[src/hw/rtl/interrupt_rate_limit_quarantine_macros.svh]
// Assertion macros for the interrupt rate limiter.
// Used by the top level; needs i_clk and i_rst_n in scope.
`ifndef INTERRUPT_RATE_LIMIT_QUARANTINE_MACROS_SVH
`define INTERRUPT_RATE_LIMIT_QUARANTINE_MACROS_SVH

// same-cycle implication
`define IRLQ_ASSERT_NOW(label, ante, cons) \
    label: assert property (@(posedge i_clk) disable iff (!i_rst_n) \
        (ante) |-> (cons)) else $error("assertion failed: same cycle");

// next-cycle implication
`define IRLQ_ASSERT_NEXT(label, ante, cons) \
    label: assert property (@(posedge i_clk) disable iff (!i_rst_n) \
        (ante) |=> (cons)) else $error("assertion failed: next cycle");

`endif

[src/hw/rtl/irlq_pkg.sv]
// Shared types and codes for the interrupt rate limiter.
// No dependencies.
package irlq_pkg;

    localparam logic       REQ_IRQ = 1'b0;
    localparam logic       REQ_CFG = 1'b1;

    localparam logic [1:0] VERDICT_ALLOW      = 2'd0;
    localparam logic [1:0] VERDICT_DENY       = 2'd1;
    localparam logic [1:0] VERDICT_QUARANTINE = 2'd2;

    localparam logic [16:0] COUNT_MAX = 17'h1FFFF;

    typedef struct packed {
        logic        req_type;
        logic [7:0]  source_id;
        logic [31:0] now_cycle;
        logic [15:0] limit_value;
        logic [31:0] window_value;
    } t_in_item;

    typedef struct packed {
        logic [1:0] verdict;
        logic [7:0] source_echo;
    } t_out_item;

    typedef struct packed {
        logic load_item;
        logic cfg_wr;
        logic judge;
    } t_dp_cmd;

    typedef struct packed {
        logic out_free;
    } t_dp_sts;

endpackage

[src/hw/rtl/irlq_ctrl.sv]
// Controller FSM for the interrupt rate limiter.
// Depends on irlq_pkg; drives irlq_dp through t_dp_cmd.
module irlq_ctrl (
    input  logic              i_clk,
    input  logic              i_rst_n,
    input  logic              i_in_valid,
    input  logic              i_req_type,
    input  irlq_pkg::t_dp_sts i_sts,
    output logic              o_in_stall,
    output irlq_pkg::t_dp_cmd o_cmd
);

    typedef enum logic [2:0] {
        S_IDLE  = 3'b001,
        S_CFG   = 3'b010,
        S_JUDGE = 3'b100
    } t_state;

    t_state r_state;
    t_state n_state;

    always_comb begin
        n_state = r_state;
        case (r_state)
            S_IDLE: begin
                if (i_in_valid) begin
                    n_state = (i_req_type == irlq_pkg::REQ_CFG) ? S_CFG : S_JUDGE;
                end
            end
            S_CFG: begin
                n_state = S_IDLE;
            end
            S_JUDGE: begin
                if (i_sts.out_free) begin
                    n_state = S_IDLE;
                end
            end
            default: begin
                n_state = S_IDLE;
            end
        endcase
    end

    always_ff @(posedge i_clk) begin
        if (!i_rst_n) begin
            r_state <= S_IDLE;
        end else begin
            r_state <= n_state;
        end
    end

    assign o_in_stall      = (r_state != S_IDLE);
    assign o_cmd.load_item = (r_state == S_IDLE) && i_in_valid;
    assign o_cmd.cfg_wr    = (r_state == S_CFG);
    assign o_cmd.judge     = (r_state == S_JUDGE);

endmodule

[config.mk]
export PLATFORM = sky130hd
export DESIGN_NAME = irlq_ctrl
export DESIGN_NICKNAME = d
export VERILOG_FILES = /design/src/hw/rtl/interrupt_rate_limit_quarantine_macros.svh /design/src/hw/rtl/irlq_pkg.sv /design/src/hw/rtl/irlq_ctrl.sv
export SDC_FILE = /design/constraint.sdc
export NUM_CORES = 1
export LEC_CHECK = 0
export BUFFER_PORTS_ARGS = -buffer_cell sky130_fd_sc_hd__buf_2
export CORE_AREA = 2 2 39 41
export DETAILED_ROUTE_END_ITERATION = 8
export DIE_AREA = 0 0 41 43
export PLACE_DENSITY_LB_ADDON = 0.12
export SYNTH_ARGS = -nofsm -noshare
export SYNTH_HDL_FRONTEND = slang
export SYNTH_SLANG_ARGS = --single-unit
[constraint.sdc]
create_clock -name i_clk -period 0.85 [get_ports i_clk]
set_input_delay 0 -clock i_clk [delete_from_list [all_inputs] [get_ports i_clk]]
set_output_delay 0 -clock i_clk [all_outputs]
set_load 0.005 [all_outputs]
* Word-level counts from Yosys, hierarchy flattened
Cells that the tools add are included.
Widths: inputs -> output; s select.
** Cells by class
- Eq/ne operators :: 6
- Multiplexer cells :: 4
- Reduce and logical (&&, ||, !) cells :: 2
** Operators with widths (count)
- $mux 3 :: 3
- $pmux 3 s2 :: 1
- $ne 2x2->1 const B :: 2
- $eq 3x1->1 const B :: 1
- $eq 3x2->1 const B :: 1
- $eq 3x3->1 const B :: 1
- $ne 3x1->1 const B :: 1
- $reduce_and 2->1 :: 1
- $logic_and 1x1->1 :: 1
** Storage, ports and cells
- Flip-flop bits (word level) :: 3
- Output and inout bits :: 4

* Longest topological paths before layout
- Depth in word-level cells :: 3
- Mapped depth :: 2
- Gate-level depth less buffers :: 2

* Least setup slack after synthesis
OpenSTA, ideal clock, no wires.
- Path type :: register to register
- Start :: register r_state[2]
- End :: register r_state[2]
- Setup time :: 0.119 ns
- Arrival :: 0.781 ns
- Required time :: 0.731 ns
- Slack :: -0.049 ns
- Cell stages (with the launch flop) :: 3
- Path buffers :: 0
- Cell sequence :: dfxtp_1 and3b_1 o221a_1
** On the way
- Cells in the longest elaborated chain, start to end :: 3
** RTL lines
- from (decl) :: line irlq_ctrl.sv:19 : t_state r_state;
- from (signal assigned) :: line irlq_ctrl.sv:48 : r_state <= n_state;
- $eq 3x3->1 or $eq 3x1->1 (tied branches) :: line irlq_ctrl.sv:24 : case (r_state)
- $ne 2x2->1 (no source line)
- $reduce_and 2->1 (no source line)
Several ways; a longest one is shown, not always the timed one.
A chain may end at the register's enable or synchronous reset.

* Worst setup path after layout
- Start :: register r_state[2]
- End :: output port o_in_stall
** On the way
- Cells in the longest elaborated chain, start to end :: 1
** RTL lines
- $ne 3x1->1 :: line irlq_ctrl.sv:52 : assign o_in_stall = (r_state != S_IDLE);
- to (decl) :: line irlq_ctrl.sv:9 : output logic o_in_stall,
No other way between the ends.

==> impl_metrics.toml <==
[worst_setup_path]
crit_buf_inv = 1
r2r_cells = 3
slowest_stage = "or3b_1"
cp_cell_sequence = "or3b_1 > buf_2"
critPathRequiredTime_ps = 850
cp_max_fo = 6
critical_path_class = "flip-flop to primary output"
critPathTopFamily = "simple AND/OR/NAND/NOR gates"
worstSetupEndpointType = "primary output"
cp.depth = 2
max_stage_delay_ps = 370
cp.arrival_ps = 1070
startpoint_type = "flip-flop"

[pwr]
power.share.clock_pct = 51.3
seq_power_share_pct = 31.4
swShare_pct = 24.73
pwr-share-comb_pct = 17.3
power.internal_uw = 377.0
ir_worst_vdd_mv = 0.4567
p_sw_uw = 123.9
p_per_area_nw_per_um2 = 1528
p_leak_nw = 0.1500

[clock_network]
clock_sinks = 3
clockBufferDepth = 2
clock_latency_ps = 240
cts_buffers = 3
htreeDepth = 1
tritoncts = "yes"
root_buffer = "clkbuf_4"
path_clk_slew_ps = 40

[sta]
timing_hold_violations_final = 0
setup_viol = 6
rsz0062_at_grt = "yes"
drv_slew = 0
setup_slack_ps = -223.3
worstMarginPinSlew_ps = 198.5
fin_crit_ps = 1073
fin_crit_sh_pct = 126.3
max-slew-margin-rel_pct = 86.71
fmax_mhz = 931.7
clock_skew_ps = 3.737
setup_tns_ps = -778.9

[placed_design]
port_buffers = 8
routabilityCongestion = 0.7293
dp_cells = 42

[global_routing]
grt_max_degree = 7
grt.busiest_layer = "met2"
gr-usage-met1_pct = 7.348
met3_usage_pct = 4.712
use_met2_pct = 13.13
overflow = 0
grtUsageTotal_pct = 8.918
grt_pass1_vias = 221
grt_pass1_wl_um = 931
antenna_found_initial = 0

[detailed_routing]
drc = 0
drtAntennaViolNets = 0
vias = 189
drtPass1Iterations = 2
wire_per_inst_um = 10.88
routed_via_density = 3.857
routed_wl_um = 533
dr.first_iter.drc_count = 2

[floorplanning]
rows = 14
fp.dieH_um = 43
die_x_um = 41
io_pins = 9
core_area_sq_um = 1384
start_util_pct = 11.57
dieArea_sq_um = 1763

[layout]
n_antenna_cell = 0
final_cells = 49
drive_gt1_share_pct = 72.73
nFillCells = 154
synthToLayoutAreaGrowth_pct = 104.7
register_area_sq_um = 68.82
multi_input_area_sq_um = 120.1
final_nets = 39
largest_reg_flops = 3
reg.largest.list = "r_state (3)"
max_flop_register = "r_state"

[status]
failed_checks = "setup timing"
run_status = "complete, but fails checks"

[synthesis]
synth_nets = 20
ys_types = 11
yosysSeqAreaShare_pct = 37.50
syn_avg_cell_area_sq_um = 10.68
yosysWarnings = 0
postSynthCellCount = 15
ys_seq_elements = 3
syn_area_sq_um = 160.2

[flow_run]
drv_cap = 0

[hold_path]
hold_path_class = "input pin to flip-flop"
holdPathStages = 2
power groups by stage:
stage | clock network, mW | registers (mW) | logic, mW
floorplan | 0 | 0.161 | 0.0269
global route | 0.285 | 0.159 | 0.0944
finish | 0.257 | 0.157 | 0.0865
detailed placement | 0 | 0.164 | 0.0641
global placement | 0 | 0.163 | 0.0644
CTS | 0.266 | 0.158 | 0.0832
stage by stage:
step	instance area, sq um	util, %	hold slack, ps	worst slack, ps	power (mW)
global placement	246.5	17.81	251.1	-63.26	0.2277
global route	327.8	23.69	29.94	-271.1	0.5390
CTS	319.1	23.06	9.722	-235.1	0.5068
detailed placement	246.5	17.81	253.2	-38.53	0.2284
finish	327.8	23.69	15.27	-223.3	0.5009
floorplan	163.9	-	145.8	0.5653	0.1882
cell usage in the layout (no fill, tap or decap), drive strengths merged:
| cell | netlist | layout |
|---|---|---|
| nor3b | 3 | 3 |
| or3b | 1 | 1 |
| o221a | 1 | 1 |
| and4bb | 1 | 1 |
| and3 | 1 | 1 |
| and3b | 1 | 1 |
| o21ai | 1 | 1 |
| inv | 1 | 1 |
| clkbuf | 0 | 4 |
| buf | 0 | 14 |
| nor4b | 1 | 1 |
| nor2b | 1 | 1 |
| dfxtp | 3 | 3 |
cell families (layout without fill, tap and decap cells):
family / after synthesis / in the layout / share of synthesized area, %
compound gates: 2 / 2 / 10.15
buf+inv: 1 / 19 / 2.342
flops: 3 / 3 / 37.50
simple gates: 9 / 9 / 50.00
Yosys cell counts:
library cell / n / area [sq um]
dfxtp_1: 3 / 60.06
nor3b_1: 3 / 22.52
and3_1: 1 / 6.260
and3b_1: 1 / 8.760
and4bb_1: 1 / 12.51
inv_1: 1 / 3.750
nor2b_1: 1 / 6.260
nor4b_2: 1 / 15.01
o21ai_0: 1 / 5.000
o221a_1: 1 / 11.26
or3b_1: 1 / 8.760
layer usage:
metal	wire [um]	vias to the layer above	share of wire [%]
met3	32	2	6.0
met2	274	7	51
met5	0	-	0
met4	13	0	2.4
li1	-	95	-
met1	212	85	40
cell type report:
type                            count  area share, %
Clock buffer                        4          8.015
Inverter                            1          1.145
Sequential cell                     3          20.99
Multi-Input combinational cell     11          36.64
Timing Repair Buffer               14          27.10
Tap cell                           16          6.107
final timing paths:
kind                            startpoint         end  slack, ps
worst max-delay path            r_state[2]  o_in_stall       -220
worst min-delay path               i_rst_n  r_state[1]         20
worst max register to register  r_state[0]  r_state[2]       -160
worst min register to register  r_state[1]  r_state[0]        520
timing repair:
action                     4_1_cts  5_1_grt
setup endpoints to repair        7        7
hold buffers                     0        0
gates resized for setup          7        1
setup buffers                    3        0
pin swaps                        5        1
(Power assumes the default switching activity.)
